[src/design/ihex_pkg.sv]
// Shared types, constants and helpers for the Intel HEX record encoder.
package ihex_pkg;

    // Input item: a data byte or a finish command
    typedef struct packed {
        logic       command;
        logic [7:0] data_byte;
    } in_item_t;

    // Result item: one ASCII character of the hex text
    typedef struct packed {
        logic [6:0] text_char;
        logic       last_char;
    } out_item_t;

    // Work handed from the front to the back
    typedef struct packed {
        logic        eof;       // end-of-file record only
        logic        need_ext;  // extended linear address record goes first
        logic [31:0] addr;      // record address
        logic        slot;      // record buffer half that holds the bytes
    } job_t;

    typedef enum logic [2:0] {
        BK_IDLE,
        BK_COLON,
        BK_HI,
        BK_LO,
        BK_CR,
        BK_LF
    } back_state_t;

    typedef enum logic [1:0] {
        REC_EXT,
        REC_DATA,
        REC_EOF
    } rec_kind_t;

    // Command codes
    localparam logic CMD_DATA   = 1'b0;
    localparam logic CMD_FINISH = 1'b1;

    // Characters
    localparam logic [6:0] CHAR_COLON = 7'h3A;
    localparam logic [6:0] CHAR_CR    = 7'h0D;
    localparam logic [6:0] CHAR_LF    = 7'h0A;
    localparam logic [6:0] CHAR_ZERO  = 7'h30;
    localparam logic [6:0] CHAR_A     = 7'h41;

    // Record fields
    localparam logic [7:0] TYPE_DATA = 8'h00;
    localparam logic [7:0] TYPE_EOF  = 8'h01;
    localparam logic [7:0] TYPE_EXT  = 8'h04;
    localparam logic [7:0] EXT_LEN   = 8'h02;
    localparam logic [7:0] BYTE_ZERO = 8'h00;

    // Header bytes before the payload: length, address high, address low, type
    localparam int HDR_BYTES = 4;

    // Record buffer halves and job queue depth
    localparam logic [1:0] BUF_SLOTS  = 2'd2;
    localparam logic [1:0] JOBQ_DEPTH = 2'd2;

    // Configuration register map
    localparam int         PADDR_W       = 3;
    localparam logic       REG_BASE_ADDR = 1'b0;  // register index, paddr[2]

    // Uppercase hex digit for one nibble
    function automatic logic [6:0] hex_char(input logic [3:0] nib);
        logic [6:0] wide;
        wide = {3'b000, nib};
        if (nib < 4'd10) begin
            return CHAR_ZERO + wide;
        end else begin
            return CHAR_A + wide - 7'd10;
        end
    endfunction

endpackage

[src/design/intel_hex_record_encoder.sv]
// Intel HEX record encoder top level: APB register, front, job queue, back end.
//
// Input channel s_*: one transfer per binary byte (command 0) or finish
// command (command 1). Output channel m_*: one ASCII character per transfer;
// last_char marks the final character caused by an input item.
// APB register 0 (byte address 0) holds base_address; write it only while idle.
//
// A byte that does not complete a record is accepted and gives no
// output. The byte that completes a record queues a job; the back end then
// emits an optional 17-character extended address record and the
// 13 + 2*RECORD_BYTES character data record at one character per cycle
// while m_ready is high. A finish gives 13 characters. The first character
// follows the completing transfer through the job queue, the sequencer
// state and the output register.
// The record buffer has two halves, so the front keeps taking bytes while
// the previous record is sent; it stalls once both halves are held. Output
// rate is bound by the back end's one character per cycle.
// When m_ready is low the output register holds and the back end waits;
// the front keeps accepting until the queue or buffer fills.
// Reset (aresetn low, synchronous) clears the stream state, queue, output
// valid and base_address; the next record starts with an extended record.
module intel_hex_record_encoder #(
    parameter int RECORD_BYTES = 16
) (
    input  logic                           aclk,
    input  logic                           aresetn,
    // input channel
    input  ihex_pkg::in_item_t             s_data,
    input  logic                           s_valid,
    output logic                           s_ready,
    // output channel
    output ihex_pkg::out_item_t            m_data,
    output logic                           m_valid,
    input  logic                           m_ready,
    // configuration port
    input  logic                           psel,
    input  logic                           penable,
    input  logic                           pwrite,
    input  logic [ihex_pkg::PADDR_W-1:0]   paddr,
    input  logic [31:0]                    pwdata,
    output logic [31:0]                    prdata,
    output logic                           pready
);
    import ihex_pkg::*;

    localparam int IDX_W = (RECORD_BYTES > 1) ? $clog2(RECORD_BYTES) : 1;

    logic [31:0]      base_address_reg;
    logic             cfg_write;
    logic             reg_sel;

    job_t             front_job;
    logic             job_push;
    logic             q_ready;
    job_t             q_job;
    logic             q_valid;
    logic             q_pop;
    logic             slot_release;
    logic             rd_slot;
    logic [IDX_W-1:0] rd_idx;
    logic [7:0]       rd_data;

    // Configuration register
    assign pready    = 1'b1;
    assign reg_sel   = paddr[PADDR_W-1];
    assign cfg_write = psel && penable && pwrite && pready;
    assign prdata    = (reg_sel == REG_BASE_ADDR) ? base_address_reg : 32'd0;

    always_ff @(posedge aclk) begin
        if (!aresetn) begin
            base_address_reg <= '0;
        end else if (cfg_write && (reg_sel == REG_BASE_ADDR)) begin
            base_address_reg <= pwdata;
        end
    end

    ihex_front #(
        .RECORD_BYTES (RECORD_BYTES),
        .IDX_W        (IDX_W)
    ) u_front (
        .aclk         (aclk),
        .aresetn      (aresetn),
        .s_data       (s_data),
        .s_valid      (s_valid),
        .s_ready      (s_ready),
        .base_address (base_address_reg),
        .job          (front_job),
        .job_push     (job_push),
        .job_ready    (q_ready),
        .slot_release (slot_release),
        .rd_slot      (rd_slot),
        .rd_idx       (rd_idx),
        .rd_data      (rd_data)
    );

    ihex_jobq u_jobq (
        .aclk      (aclk),
        .aresetn   (aresetn),
        .in_job    (front_job),
        .in_push   (job_push),
        .in_ready  (q_ready),
        .out_job   (q_job),
        .out_valid (q_valid),
        .out_pop   (q_pop)
    );

    ihex_back #(
        .RECORD_BYTES (RECORD_BYTES),
        .IDX_W        (IDX_W)
    ) u_back (
        .aclk         (aclk),
        .aresetn      (aresetn),
        .job          (q_job),
        .job_valid    (q_valid),
        .job_pop      (q_pop),
        .rd_slot      (rd_slot),
        .rd_idx       (rd_idx),
        .rd_data      (rd_data),
        .slot_release (slot_release),
        .m_data       (m_data),
        .m_valid      (m_valid),
        .m_ready      (m_ready)
    );

    // Every record, and so every item's output, ends with LF
    a_last_is_lf: assert property (@(posedge aclk) disable iff (!aresetn)
        (m_valid && m_data.last_char) |-> (m_data.text_char == CHAR_LF))
        else $error("last character is not LF");

    // The front never pushes a job into a full queue
    a_no_push_when_full: assert property (@(posedge aclk) disable iff (!aresetn)
        job_push |-> q_ready)
        else $error("job pushed into full queue");

    // The back only takes a job that is there
    a_pop_valid: assert property (@(posedge aclk) disable iff (!aresetn)
        q_pop |-> q_valid)
        else $error("job popped from empty queue");

    // Output channel is empty after reset
    a_reset_clears_out: assert property (@(posedge aclk)
        !aresetn |=> !m_valid)
        else $error("output valid after reset");

endmodule

[src/design/ihex_front.sv]
// Front end: accepts bytes and commands, fills the record buffer, issues jobs.
module ihex_front #(
    parameter int RECORD_BYTES = 16,
    parameter int IDX_W        = 4
) (
    input  logic               aclk,
    input  logic               aresetn,
    input  ihex_pkg::in_item_t s_data,
    input  logic               s_valid,
    output logic               s_ready,
    input  logic [31:0]        base_address,
    output ihex_pkg::job_t     job,
    output logic               job_push,
    input  logic               job_ready,
    input  logic               slot_release,
    input  logic               rd_slot,
    input  logic [IDX_W-1:0]   rd_idx,
    output logic [7:0]         rd_data
);
    import ihex_pkg::*;

    localparam logic [IDX_W-1:0] LAST_IDX = IDX_W'(RECORD_BYTES - 1);
    localparam logic [31:0]      REC_STEP = 32'(RECORD_BYTES);
    localparam int               MEM_DEPTH = 2 ** (IDX_W + 1);

    logic [IDX_W-1:0] cnt_reg, cnt_next;
    logic             wslot_reg, wslot_next;
    logic [31:0]      offset_reg, offset_next;
    logic [15:0]      upper_reg, upper_next;
    logic             upper_valid_reg, upper_valid_next;
    logic [1:0]       slots_used_reg, slots_used_next;

    logic [7:0]       mem [MEM_DEPTH];
    logic [7:0]       rd_data_reg;

    logic             accept;
    logic             is_finish;
    logic             rec_done;
    logic [31:0]      rec_addr;

    // Handshake and classification
    assign s_ready   = job_ready && (slots_used_reg != BUF_SLOTS);
    assign accept    = s_valid && s_ready;
    assign is_finish = (s_data.command == CMD_FINISH);
    assign rec_done  = accept && !is_finish && (cnt_reg == LAST_IDX);
    assign rec_addr  = base_address + offset_reg;
    assign job_push  = accept && (is_finish || rec_done);

    assign job.eof      = is_finish;
    assign job.need_ext = !upper_valid_reg || (rec_addr[31:16] != upper_reg);
    assign job.addr     = rec_addr;
    assign job.slot     = wslot_reg;

    // Stream state
    always_comb begin
        cnt_next         = cnt_reg;
        wslot_next       = wslot_reg;
        offset_next      = offset_reg;
        upper_next       = upper_reg;
        upper_valid_next = upper_valid_reg;
        if (accept) begin
            if (is_finish) begin
                cnt_next         = '0;
                offset_next      = '0;
                upper_valid_next = 1'b0;
            end else if (rec_done) begin
                cnt_next         = '0;
                offset_next      = offset_reg + REC_STEP;
                upper_next       = rec_addr[31:16];
                upper_valid_next = 1'b1;
                wslot_next       = !wslot_reg;
            end else begin
                cnt_next = cnt_reg + IDX_W'(1);
            end
        end
    end

    // Buffer halves in use by queued or running record jobs
    always_comb begin
        slots_used_next = slots_used_reg;
        if (rec_done && !slot_release) begin
            slots_used_next = slots_used_reg + 2'd1;
        end else if (!rec_done && slot_release) begin
            slots_used_next = slots_used_reg - 2'd1;
        end
    end

    always_ff @(posedge aclk) begin
        if (!aresetn) begin
            cnt_reg         <= '0;
            wslot_reg       <= 1'b0;
            offset_reg      <= '0;
            upper_reg       <= '0;
            upper_valid_reg <= 1'b0;
            slots_used_reg  <= '0;
        end else begin
            cnt_reg         <= cnt_next;
            wslot_reg       <= wslot_next;
            offset_reg      <= offset_next;
            upper_reg       <= upper_next;
            upper_valid_reg <= upper_valid_next;
            slots_used_reg  <= slots_used_next;
        end
    end

    // Record buffer, two halves; back end reads the other half
    always_ff @(posedge aclk) begin
        if (accept && !is_finish) begin
            mem[{wslot_reg, cnt_reg}] <= s_data.data_byte;
        end
        rd_data_reg <= mem[{rd_slot, rd_idx}];
    end

    assign rd_data = rd_data_reg;

endmodule

[src/design/ihex_jobq.sv]
// Two-entry job queue between the front and the back end.
module ihex_jobq (
    input  logic           aclk,
    input  logic           aresetn,
    input  ihex_pkg::job_t in_job,
    input  logic           in_push,
    output logic           in_ready,
    output ihex_pkg::job_t out_job,
    output logic           out_valid,
    input  logic           out_pop
);
    import ihex_pkg::*;

    job_t       q_reg [2];
    logic       wr_ptr_reg, wr_ptr_next;
    logic       rd_ptr_reg, rd_ptr_next;
    logic [1:0] count_reg, count_next;

    assign in_ready  = (count_reg != JOBQ_DEPTH);
    assign out_valid = (count_reg != 2'd0);
    assign out_job   = q_reg[rd_ptr_reg];

    // Pointer and fill level
    always_comb begin
        wr_ptr_next = wr_ptr_reg;
        rd_ptr_next = rd_ptr_reg;
        count_next  = count_reg;
        if (in_push) begin
            wr_ptr_next = !wr_ptr_reg;
        end
        if (out_pop) begin
            rd_ptr_next = !rd_ptr_reg;
        end
        if (in_push && !out_pop) begin
            count_next = count_reg + 2'd1;
        end else if (!in_push && out_pop) begin
            count_next = count_reg - 2'd1;
        end
    end

    always_ff @(posedge aclk) begin
        if (!aresetn) begin
            wr_ptr_reg <= 1'b0;
            rd_ptr_reg <= 1'b0;
            count_reg  <= '0;
        end else begin
            wr_ptr_reg <= wr_ptr_next;
            rd_ptr_reg <= rd_ptr_next;
            count_reg  <= count_next;
        end
    end

    // Entry storage
    always_ff @(posedge aclk) begin
        if (in_push) begin
            q_reg[wr_ptr_reg] <= in_job;
        end
    end

endmodule

[src/design/ihex_back.sv]
// Back end: walks each job's records and emits their characters, one per cycle while the output is not stalled.
module ihex_back #(
    parameter int RECORD_BYTES = 16,
    parameter int IDX_W        = 4
) (
    input  logic                aclk,
    input  logic                aresetn,
    input  ihex_pkg::job_t      job,
    input  logic                job_valid,
    output logic                job_pop,
    output logic                rd_slot,
    output logic [IDX_W-1:0]    rd_idx,
    input  logic [7:0]          rd_data,
    output logic                slot_release,
    output ihex_pkg::out_item_t m_data,
    output logic                m_valid,
    input  logic                m_ready
);
    import ihex_pkg::*;

    localparam int BI_W = $clog2(RECORD_BYTES + 7);
    localparam logic [BI_W-1:0] NB_EXT  = BI_W'(6);
    localparam logic [BI_W-1:0] NB_DATA = BI_W'(HDR_BYTES + RECORD_BYTES);
    localparam logic [BI_W-1:0] NB_EOF  = BI_W'(HDR_BYTES);
    localparam logic [BI_W-1:0] BI_HDR  = BI_W'(HDR_BYTES);
    localparam logic [7:0]      LEN_DATA = 8'(RECORD_BYTES);

    back_state_t      state_reg, state_next;
    rec_kind_t        kind_reg, kind_next;
    logic [BI_W-1:0]  idx_reg, idx_next;
    logic [7:0]       sum_reg, sum_next;
    logic [31:0]      addr_reg, addr_next;
    logic             slot_reg, slot_next;

    logic             m_valid_reg;
    out_item_t        m_data_reg;

    logic             adv;
    logic [BI_W-1:0]  nbytes;
    logic [BI_W-1:0]  rd_off;
    logic [7:0]       cur_byte;
    logic [7:0]       chksum;
    logic             emit_valid;
    logic [6:0]       emit_char;
    logic             emit_last;

    // The sequencer moves whenever the output register can take a character
    assign adv = !m_valid_reg || m_ready;

    // Byte count of the current record, checksum excluded
    always_comb begin
        unique case (kind_reg)
            REC_EXT:  nbytes = NB_EXT;
            REC_DATA: nbytes = NB_DATA;
            REC_EOF:  nbytes = NB_EOF;
            default:  nbytes = NB_EOF;
        endcase
    end

    // Byte at the current position of the record
    assign chksum = 8'd0 - sum_reg;

    always_comb begin
        cur_byte = BYTE_ZERO;
        if (idx_reg == nbytes) begin
            cur_byte = chksum;
        end else begin
            unique case (kind_reg)
                REC_EXT: begin
                    priority if (idx_reg == BI_W'(0)) cur_byte = EXT_LEN;
                    else if (idx_reg == BI_W'(3))     cur_byte = TYPE_EXT;
                    else if (idx_reg == BI_W'(4))     cur_byte = addr_reg[31:24];
                    else if (idx_reg == BI_W'(5))     cur_byte = addr_reg[23:16];
                    else                              cur_byte = BYTE_ZERO;
                end
                REC_DATA: begin
                    priority if (idx_reg == BI_W'(0)) cur_byte = LEN_DATA;
                    else if (idx_reg == BI_W'(1))     cur_byte = addr_reg[15:8];
                    else if (idx_reg == BI_W'(2))     cur_byte = addr_reg[7:0];
                    else if (idx_reg == BI_W'(3))     cur_byte = TYPE_DATA;
                    else                              cur_byte = rd_data;
                end
                REC_EOF: begin
                    if (idx_reg == BI_W'(3)) cur_byte = TYPE_EOF;
                    else                     cur_byte = BYTE_ZERO;
                end
                default: cur_byte = BYTE_ZERO;
            endcase
        end
    end

    // Next state and sequencer datapath
    always_comb begin
        state_next   = state_reg;
        kind_next    = kind_reg;
        idx_next     = idx_reg;
        sum_next     = sum_reg;
        addr_next    = addr_reg;
        slot_next    = slot_reg;
        job_pop      = 1'b0;
        slot_release = 1'b0;
        if (adv) begin
            unique case (state_reg)
                BK_IDLE: begin
                    if (job_valid) begin
                        job_pop   = 1'b1;
                        addr_next = job.addr;
                        slot_next = job.slot;
                        idx_next  = '0;
                        sum_next  = '0;
                        if (job.eof) begin
                            kind_next = REC_EOF;
                        end else if (job.need_ext) begin
                            kind_next = REC_EXT;
                        end else begin
                            kind_next = REC_DATA;
                        end
                        state_next = BK_COLON;
                    end
                end
                BK_COLON: state_next = BK_HI;
                BK_HI:    state_next = BK_LO;
                BK_LO: begin
                    sum_next = sum_reg + cur_byte;
                    if (idx_reg == nbytes) begin
                        state_next = BK_CR;
                    end else begin
                        idx_next   = idx_reg + BI_W'(1);
                        state_next = BK_HI;
                    end
                end
                BK_CR:    state_next = BK_LF;
                BK_LF: begin
                    if (kind_reg == REC_EXT) begin
                        kind_next  = REC_DATA;
                        idx_next   = '0;
                        sum_next   = '0;
                        state_next = BK_COLON;
                    end else begin
                        slot_release = (kind_reg == REC_DATA);
                        state_next   = BK_IDLE;
                    end
                end
                default: state_next = BK_IDLE;
            endcase
        end
    end

    // Buffer read address comes from idx_next, so the registered data is ready at the byte's high digit
    assign rd_off  = idx_next - BI_HDR;
    assign rd_idx  = rd_off[IDX_W-1:0];
    assign rd_slot = slot_next;

    // Character for the current state
    always_comb begin
        emit_valid = 1'b1;
        emit_char  = CHAR_COLON;
        emit_last  = 1'b0;
        unique case (state_reg)
            BK_IDLE:  emit_valid = 1'b0;
            BK_COLON: emit_char  = CHAR_COLON;
            BK_HI:    emit_char  = hex_char(cur_byte[7:4]);
            BK_LO:    emit_char  = hex_char(cur_byte[3:0]);
            BK_CR:    emit_char  = CHAR_CR;
            BK_LF: begin
                emit_char = CHAR_LF;
                emit_last = (kind_reg != REC_EXT);
            end
            default:  emit_valid = 1'b0;
        endcase
    end

    always_ff @(posedge aclk) begin
        if (!aresetn) begin
            state_reg   <= BK_IDLE;
            kind_reg    <= REC_EOF;
            idx_reg     <= '0;
            sum_reg     <= '0;
            m_valid_reg <= 1'b0;
        end else begin
            state_reg <= state_next;
            kind_reg  <= kind_next;
            idx_reg   <= idx_next;
            sum_reg   <= sum_next;
            if (adv) begin
                m_valid_reg <= emit_valid;
            end
        end
    end

    // Payload registers
    always_ff @(posedge aclk) begin
        addr_reg <= addr_next;
        slot_reg <= slot_next;
        if (adv) begin
            m_data_reg.text_char <= emit_char;
            m_data_reg.last_char <= emit_last;
        end
    end

    assign m_valid = m_valid_reg;
    assign m_data  = m_data_reg;

endmodule

[config.mk]
export PLATFORM = sky130hd
export DESIGN_NAME = intel_hex_record_encoder
export DESIGN_NICKNAME = d
export VERILOG_FILES = /design/src/design/ihex_pkg.sv /design/src/design/intel_hex_record_encoder.sv /design/src/design/ihex_front.sv /design/src/design/ihex_jobq.sv /design/src/design/ihex_back.sv
export SDC_FILE = /design/constraint.sdc
export NUM_CORES = 1
export LEC_CHECK = 0
export BUFFER_PORTS_ARGS = -buffer_cell sky130_fd_sc_hd__buf_2
export CORE_UTILIZATION = 55
export DETAILED_ROUTE_END_ITERATION = 10
export PLACE_DENSITY = 0.73
export RECOVER_POWER = 25
export SLEW_MARGIN = 20
export SYNTH_ARGS = -nofsm -noshare
export SYNTH_HDL_FRONTEND = slang
export SYNTH_SLANG_ARGS = --single-unit
[constraint.sdc]
create_clock -name aclk -period 7.7 [get_ports aclk]
set_input_delay 2.31 -clock aclk [delete_from_list [all_inputs] [get_ports aclk]]
set_output_delay 2.31 -clock aclk [all_outputs]
set_load 0.02 [all_outputs]
# Yosys cells after proc, flatten, opt, wreduce, memory -nomap -nowiden
# Memory sizes are Yosys's and may differ from the RTL's. A register that Yosys moved wholly into a read port is not among the register bits.
# Index checks and enable logic that the tools add are counted.
# totals
regBits	152
ram_bits	326
input_bits	51
output_inout_bits	43
word_cells	162
mem_count	2
# memory_table
memory	depth	word_bits	read_ports	rd_clocked_by_memory_dff	write_ports	line	text
u_front.mem	32	8	1	1	1	ihex_front.sv:33	logic [7:0] mem [MEM_DEPTH];
u_jobq.q_reg	2	35	1	1	1	ihex_jobq.sv:14	job_t q_reg [2];
# classes
add_sub_neg	17
order_cmp	2
n_eq_ne	19
mux	59
n_bitwise	2
n_reduce_logical	42
# ops
cell	n
two-way mux 32 bit	3
two-way mux 8 bit	11
case mux 8 bit (3 select lines)	2
adder 32 bit	1
adder 32 x 5 -> 32 bit, second input constant	1
case mux 7 bit (4 select lines)	1
two-way mux 1 bit	21
two-way mux 5 bit	4
case mux 3 bit (6 select lines)	1
!= test 16 bit	1
case mux 5 bit (3 select lines)	1
adder 6 x 4 -> 7 bit, first input constant	2
adder 7 x 4 -> 7 bit, first input constant	2
two-way mux 2 bit	7
two-way mux 7 bit	2
subtractor 7 x 4 -> 7 bit, second input constant	2
logical AND 1 bit	12
nonzero test 2 bit	6
== test 5 x 2 -> 1 bit, second input constant	2
== test 5 x 3 -> 1 bit, second input constant	2
logical NOT 1 bit	10
case mux 5 bit (2 select lines)	1
adder 8 bit	1
less-than comparator 4 bit, second input constant	2
other kinds (29)	43

# Longest topological paths before layout
# Gate-level depths: netlist of the first run.
# logic_depth
word_depth	11
ltp_mapped	20

# Hierarchy
# A second synthesis of the first run with hierarchy kept.
# hier_totals
cells_unflattened	1657
area_unflattened_um2	22063.7
# by_module_without_submodules
module	instances	cells_per_inst	area_per_inst_um2	seq_area_each_um2
ihex_front	1	989	14301.2	8888.5
ihex_back	1	360	3470.8	1601.5
ihex_jobq	1	131	2753.9	2202.1
intel_hex_record_encoder	1	177	1537.7	640.6

# Worst setup path after synthesis of the first run
# OpenSTA, ideal clock, no wires.
# synth_path
path_kind	input -> register
from	in s_valid
to	mem u_jobq.q_reg[0][0] (netlist bit), enable pin
arrival_time_ps	4992
required_ps	7273
setup_slack_ps	2281
cell_stages	7
path_buffers	1
cell_sequence	inv_1 a221o_1 nor2_1 nand4_1 and2_1 clkbuf_1 nor2_1
# synth_via
elab_chain_cells	7
# synth_rtl
item	line	text
start: declaration	intel_hex_record_encoder.sv:29	input logic s_valid,
logical AND 1 bit *	ihex_front.sv:43	assign accept = s_valid && s_ready;
logical AND 1 bit (2 in series)	ihex_front.sv:45	assign rec_done = accept && !is_finish && (cnt_reg == LAST_IDX);
logical OR 1 bit	ihex_front.sv:47	assign job_push = accept && (is_finish || rec_done);
logical AND 1 bit *	ihex_front.sv:47	
two-way mux 1 bit *	ihex_jobq.sv:55	if (in_push) begin
two-way mux 1 bit (not written as such) *	ihex_jobq.sv:56	q_reg[wr_ptr_reg] <= in_job;
end: declaration	ihex_jobq.sv:14	
# Mark *: on every way between the ends. The rest lies on a longest branch, timed or not.

# Final worst setup path of the first run
# layout_path
from	in paddr[2] (netlist bit)
to	out prdata[16]
# layout_via
elab_chain_cells	1
# layout_rtl
item	line	text
start: declaration	intel_hex_record_encoder.sv:39	input logic [ihex_pkg::PADDR_W-1:0] paddr,
two-way mux 32 bit	intel_hex_record_encoder.sv:67	assign prdata = (reg_sel == REG_BASE_ADDR) ? base_address_reg : 32'd0;
end: declaration	intel_hex_record_encoder.sv:41	output logic [31:0] prdata,
# No other way between the ends.

==> impl_metrics.tcl, run 1 <==
set metrics [dict create \
    synth_compound_area_share_pct 11.1 \
    placed_cell_area_mm2 0.0232 \
    fin_nets 2140 \
    synth_seq_cells 483 \
    design.core.area_mm2 0.0400 \
    cp.required_ns 5.39 \
    final.setup.tns_ns 0 \
    drt-pass1-iter-count 9 \
    synth_top_family_by_area "simple AND/OR/NAND/NOR gates" \
    post-route-drc-count 0 \
    pin_count 94 \
    cp-end-kind "primary output" \
    diodes 0 \
    min_path_type "reg -> reg" \
    synth.area.mux_share_pct 5.97 \
    vias 15555 \
    clock_latency_ns 0.61 \
    die_area_mm2 0.0416 \
    antenna_found_initial 2 \
    slowest_stage "buf_2" \
    nFillCells 3126 \
    drive_gt1_share_pct 12.1 \
    initial_core_util_pct 56.1 \
    synth-main-ff-cell "edfxtp_1" \
    hold_viol 0 \
    fmax_mhz 185 \
    fin_skew_ns 0.0227 \
    track_usage_pct 25.0 \
    cp.arrival_ns 3.11 \
    reg2reg_slack_ns 3.46 \
    rows 73 \
    power.density_mw_per_mm2 261 \
    yosys_warnings 0 \
    ys_seq_area_share_pct 59.5 \
    cts_tree "done" \
    start_kind "input pin" \
    port_buffers 90 \
    grt_pass1_wl_um 80600 \
    place_congestion 0.893 \
    grt_max_degree 75 \
    synth_cell_types 100 \
    post_cts_resized 0 \
    slowest_delay_ns 0.48 \
    rsz0062_at_grt "no" \
    cts-root-buf "clkbuf_16" \
    grt_pass1_vias 14802 \
    synth_edf_count 366 \
    synth_top_cell_area_share_pct 49.0 \
    grt-ovfl-total 0 \
    synth-async-reset-ratio_pct 0 \
    ir_drop_mv 0.159 \
    whs_ns 0.470 \
    hpwl_um 33600 \
    tightest_slew_ns 2.04 \
    netlist_area_mm2 0.0224 \
    largest_register_ffs 256 \
    yosys-top-cells-area "edfxtp_1 (49%), dfxtp_1 (10%), nand2_1 (5.4%), mux2i_1 (4.1%), a21oi_1 (3.1%)" \
    yosysMostFrequentCell "edfxtp_1" \
    cts.clk_slew.worst_paths_ns 0.06 \
    die_w_um 204 \
    stdcell_area_mm2 0.0248 \
    syn_inst 1978 \
    cellLeakagePower_nw 9.19 \
    min_path_cells 2 \
    htree_levels 2 \
    drv_slew 103 \
    worstSetupPathType "in -> out" \
    crit_top_cell "buf_2" \
    post-route-min-period_ns 5.42 \
    synthSimpleGateAreaFrac_pct 14.7 \
    die_h_um 204 \
    maxCapViolCount 3 \
    worstPathMaxFanout 34 \
    drt.antenna.violating_nets 0 \
    area_growth_syn_to_layout_pct 10.8 \
    failed_checks "max-capacitance violations, max-slew violations" \
    vias_per_cell 5.98 \
    drtIter0Drc 1363 \
    cts_max_path_buffers 3 \
    synth_top_area_cell "edfxtp_1" \
    synthAdderAreaFrac_pct 2.99 \
    cts_buffers 48 \
    synth_xor_area_share_pct 2.97 \
    cts.sinks 483 \
    finalCritPeriodShare_pct 70.3 \
    avgSynthCellArea_um2 11.3 \
    wl_per_cell_um 19.8 \
    drt-total-wl_um 51500 \
    synthTopCellsByCount "edfxtp_1 (366), nand2_1 (321), a21oi_1 (138), nor2_1 (138), dfxtp_1 (117)" \
    max_slew_margin_pct -35.8 \
    cts_setup_buffers 0 \
    status "finished with violations" \
    hold_buffers 0 \
    synth_nets 2082 \
    crit_chain "buf_2 -> nor2b_1 -> buf_2" \
    r2r_cells 13 \
    setup-violations-final 0 \
]
-- layout by cell type, fill, tap and decap left out, drive strengths merged, types with 11 or more instances in the layout --
| master | count |
|---|---|
| o211ai | 11 |
| nand2 | 323 |
| and3 | 23 |
| mux2i | 91 |
| xnor2 | 37 |
| nor2 | 139 |
| inv | 44 |
| dfxtp | 117 |
| clkbuf | 70 |
| edfxtp | 366 |
| a31oi | 26 |
| nand3 | 73 |
| nor2b | 42 |
| nand4 | 14 |
| clkinv | 16 |
| a22oi | 21 |
| a311oi | 17 |
| ha | 52 |
| and2 | 17 |
| a21oi | 139 |
| nor3 | 29 |
| xor2 | 33 |
| buf | 101 |
| o21ai | 75 |
| mux2 | 38 |
-- metal layers --
metal,vias to the layer above,global-route usage (%),wire [um]
li1,7373,-,-
met1,7522,36.0,23500
met2,562,38.5,23300
met3,96,3.73,3220
met4,2,9.05,1440
met5,-,0,11
-- worst paths after layout --
| kind | startpoint | end |
|---|---|---|
| setup / recovery | paddr[2] | prdata[16] |
| setup reg to reg | u_back.kind_reg[0]$_SDFFE_PN0P_ | u_front.rd_data[6]$_DFF_P_ |
| hold / removal | u_front.upper_reg[11]$_SDFFE_PN0P_ | u_front.upper_reg[11]$_SDFFE_PN0P_ |
| hold reg to reg | u_front.upper_reg[11]$_SDFFE_PN0P_ | u_front.upper_reg[11]$_SDFFE_PN0P_ |
-- kinds of logic after synthesis --
kind of cell,count (synthesis)
AO/OA/AOI/OAI,383
XOR/XNOR,72
adder cells (fa/ha/maj),53
buffers and inverters,140
flip-flops,483
multiplexers,129
other,2
AND/OR/NAND/NOR,716
-- worst max-delay path, delay by kind of cell --
kind          cells  cell delay [ns]
buf+inv           2             0.67
simple gates      1             0.13
-- power by group --
part	internal (mW)	total, mW	switching [mW]	leakage (nW)
clock network	1.38	2.40	1.02	0.789
registers	3.00	3.10	0.0977	4.29
logic	0.360	0.998	0.638	4.11
total	4.74	6.49	1.75	9.19
-- layout make-up --
cell class	instances	area, um^2	share of cell area (%)
Sequential cell	483	13300	53.7
Multi-Input combinational cell	1355	8490	34.2
Clock buffer	62	1290	5.21
Tap cell	525	657	2.64
Timing Repair Buffer	109	593	2.39
Clock inverter	28	323	1.30
Inverter	39	148	0.594
-- stage by stage --
stage	utilization (%)	power, mW	worst slack, ns	instances
final	62.1	6.49	2.28	2601
after global routing	62.1	6.73	2.20	2601
after CTS	62.1	6.52	2.30	2601
after detailed placement	58.1	4.14	1.90	2511
after global placement	58.1	4.11	1.93	2511
after floorplan	-	3.83	2.28	1978
Power figures use the tool's default switching activity.
==> inputs of run 2 (changes only) <==
- clock period: 7.7 -> 5.3 ns (I/O delays scaled with it)
==> impl_metrics.tcl, run 2 (synthesis gave the netlist of run 1 again) <==
set metrics [dict create \
    status "finished with violations" \
    failed_checks "max-capacitance violations, max-slew violations" \
    cts_buffers 48 \
    r2r_cells 16 \
    diodes 0 \
    htree_levels 2 \
    area_growth_syn_to_layout_pct 11.2 \
    drtIter0Drc 1551 \
    die_w_um 204 \
    cts_max_path_buffers 3 \
    cts_tree "done" \
    drt.antenna.violating_nets 0 \
    grt_pass1_wl_um 81300 \
    rows 73 \
    drt-total-wl_um 51600 \
    most-common-layout-cells "edfxtp_1 (366), nand2_1 (321), a21oi_1 (138)" \
    track_usage_pct 25.1 \
    rsz0062_at_grt "no" \
    regArea_mm2 0.0133 \
    cts_setup_buffers 0 \
    port_buffers 90 \
    hold_buffers 0 \
    vias 15618 \
    place_ws_ns 0.650 \
    place_congestion 0.890 \
    clock_latency_ns 0.62 \
    layout_commonest_cell "edfxtp_1" \
    reg2reg_slack_ns 1.10 \
    fin_nets 2148 \
    cellLeakagePower_nw 9.24 \
    cts.clk_slew.worst_paths_ns 0.06 \
    power.density_mw_per_mm2 379 \
    post-route-min-period_ns 4.20 \
    max_slew_margin_pct -38.3 \
    tightest_slew_ns 2.07 \
    wl_per_cell_um 19.8 \
    min_path_cells 2 \
    multi_input_area_mm2 0.00848 \
    pin_count 94 \
    setup_ws_ns 1.10 \
    cp-end-kind "flip-flop" \
    hold_viol 0 \
    largest_register_ffs 256 \
    dp_cells 2519 \
    min_to "u_front.upper_valid_reg$_SDFFE_PN0P_" \
    final.setup.tns_ns 0 \
    worstSetupPathType "reg -> reg" \
    drt-pass1-iter-count 7 \
    hold_start "u_front.upper_valid_reg$_SDFFE_PN0P_" \
    finalCritPeriodShare_pct 79.3 \
    fmax_mhz 238 \
    post_cts_resized 0 \
    cts-root-buf "clkbuf_16" \
    nFillCells 3106 \
    power_mw 9.45 \
    fin_skew_ns 0.0266 \
    grt-ovfl-total 0 \
    maxCapViolCount 6 \
    r2r-end "u_back.sum_reg[7]$_SDFFE_PN0P_" \
    vias_per_cell 5.99 \
    cp.required_ns 5.79 \
    design.core.area_mm2 0.0400 \
    grt_pass1_vias 14911 \
    final_cells 2606 \
    antenna_found_initial 1 \
    worstPathMaxFanout 8 \
    cp.arrival_ns 4.69 \
    grt_max_degree 77 \
    drive_gt1_share_pct 12.2 \
    die_area_mm2 0.0416 \
    die_h_um 204 \
    start_kind "flip-flop" \
    ir_drop_mv 0.259 \
    regToRegStartpoint "u_back.idx_reg[0]$_SDFF_PN0_" \
    initial_core_util_pct 56.1 \
    hpwl_um 33900 \
    cts.sinks 483 \
    min_path_type "reg -> reg" \
    post-route-drc-count 0 \
    drv_slew 167 \
    setup-violations-final 0 \
]
-- run 2: metal layers --
| metal | track usage, % | part of all wire [%] |
|---|---|---|
| met1 | 36.0 | 45 |
| met2 | 38.5 | 45 |
| met3 | 4.54 | 7.0 |
| met4 | 8.54 | 2.5 |
| met5 | 0 | 0.017 |
-- run 2: cell type report --
class,instances,area share [%]
multi-input combinational,1355,34.0
clock buffer,58,5.05
timing repair buffer,117,2.86
inverter,39,0.592
sequential,483,53.5
clock inverter,29,1.41
tap,525,2.63
-- run 2: critical path, stage by stage, from the launching register on --
cell	delay, ns
dfxtp_1	0.55
ha_1	0.35
or4b_2	0.71
a31oi_1	0.20
a21oi_1	0.10
a22oi_1	0.18
o21ai_0	0.20
ha_1	0.27
a21o_1	0.16
a21o_1	0.20
a21o_1	0.18
a21oi_1	0.23
o21ai_0	0.17
xnor2_1	0.17
a21oi_1	0.16
nor2b_1	0.06
o21a_1	0.17
-- run 2: stage by stage --
stage | utilization [%] | cell area [um^2] | hold WS, ns
2_1_floorplan | - | 22400 | 0.437
3_3_place_gp | 58.4 | 23300 | 0.444
3_5_place_dp | 58.4 | 23300 | 0.450
4_1_cts | 62.4 | 25000 | 0.459
5_1_grt | 62.3 | 24900 | 0.483
6_report | 62.3 | 24900 | 0.458
-- run 2: worst max-delay path by stage --
stage                                          end                    startpoint  cells after the start  slack (ns)
finish              u_back.sum_reg[7]$_SDFFE_PN0P_  u_back.idx_reg[0]$_SDFF_PN0_                     16        1.10
global route        u_back.sum_reg[7]$_SDFFE_PN0P_  u_back.idx_reg[1]$_SDFF_PN0_                     15        0.77
CTS                 u_back.sum_reg[7]$_SDFFE_PN0P_  u_back.idx_reg[0]$_SDFF_PN0_                     16        1.14
detailed placement      u_front.rd_data[7]$_DFF_P_                       m_ready                     12        0.65
global placement        u_front.rd_data[7]$_DFF_P_                       m_ready                     12        0.75
floorplan             u_jobq.q_reg[0][0]$_DFFE_PP_                       s_valid                      7        0.60
-- run 2: power by group --
group | switching (mW) | internal [mW] | total, mW
logic | 0.933 | 0.552 | 1.48
registers | 0.144 | 4.36 | 4.50
clock network | 1.47 | 2.00 | 3.46
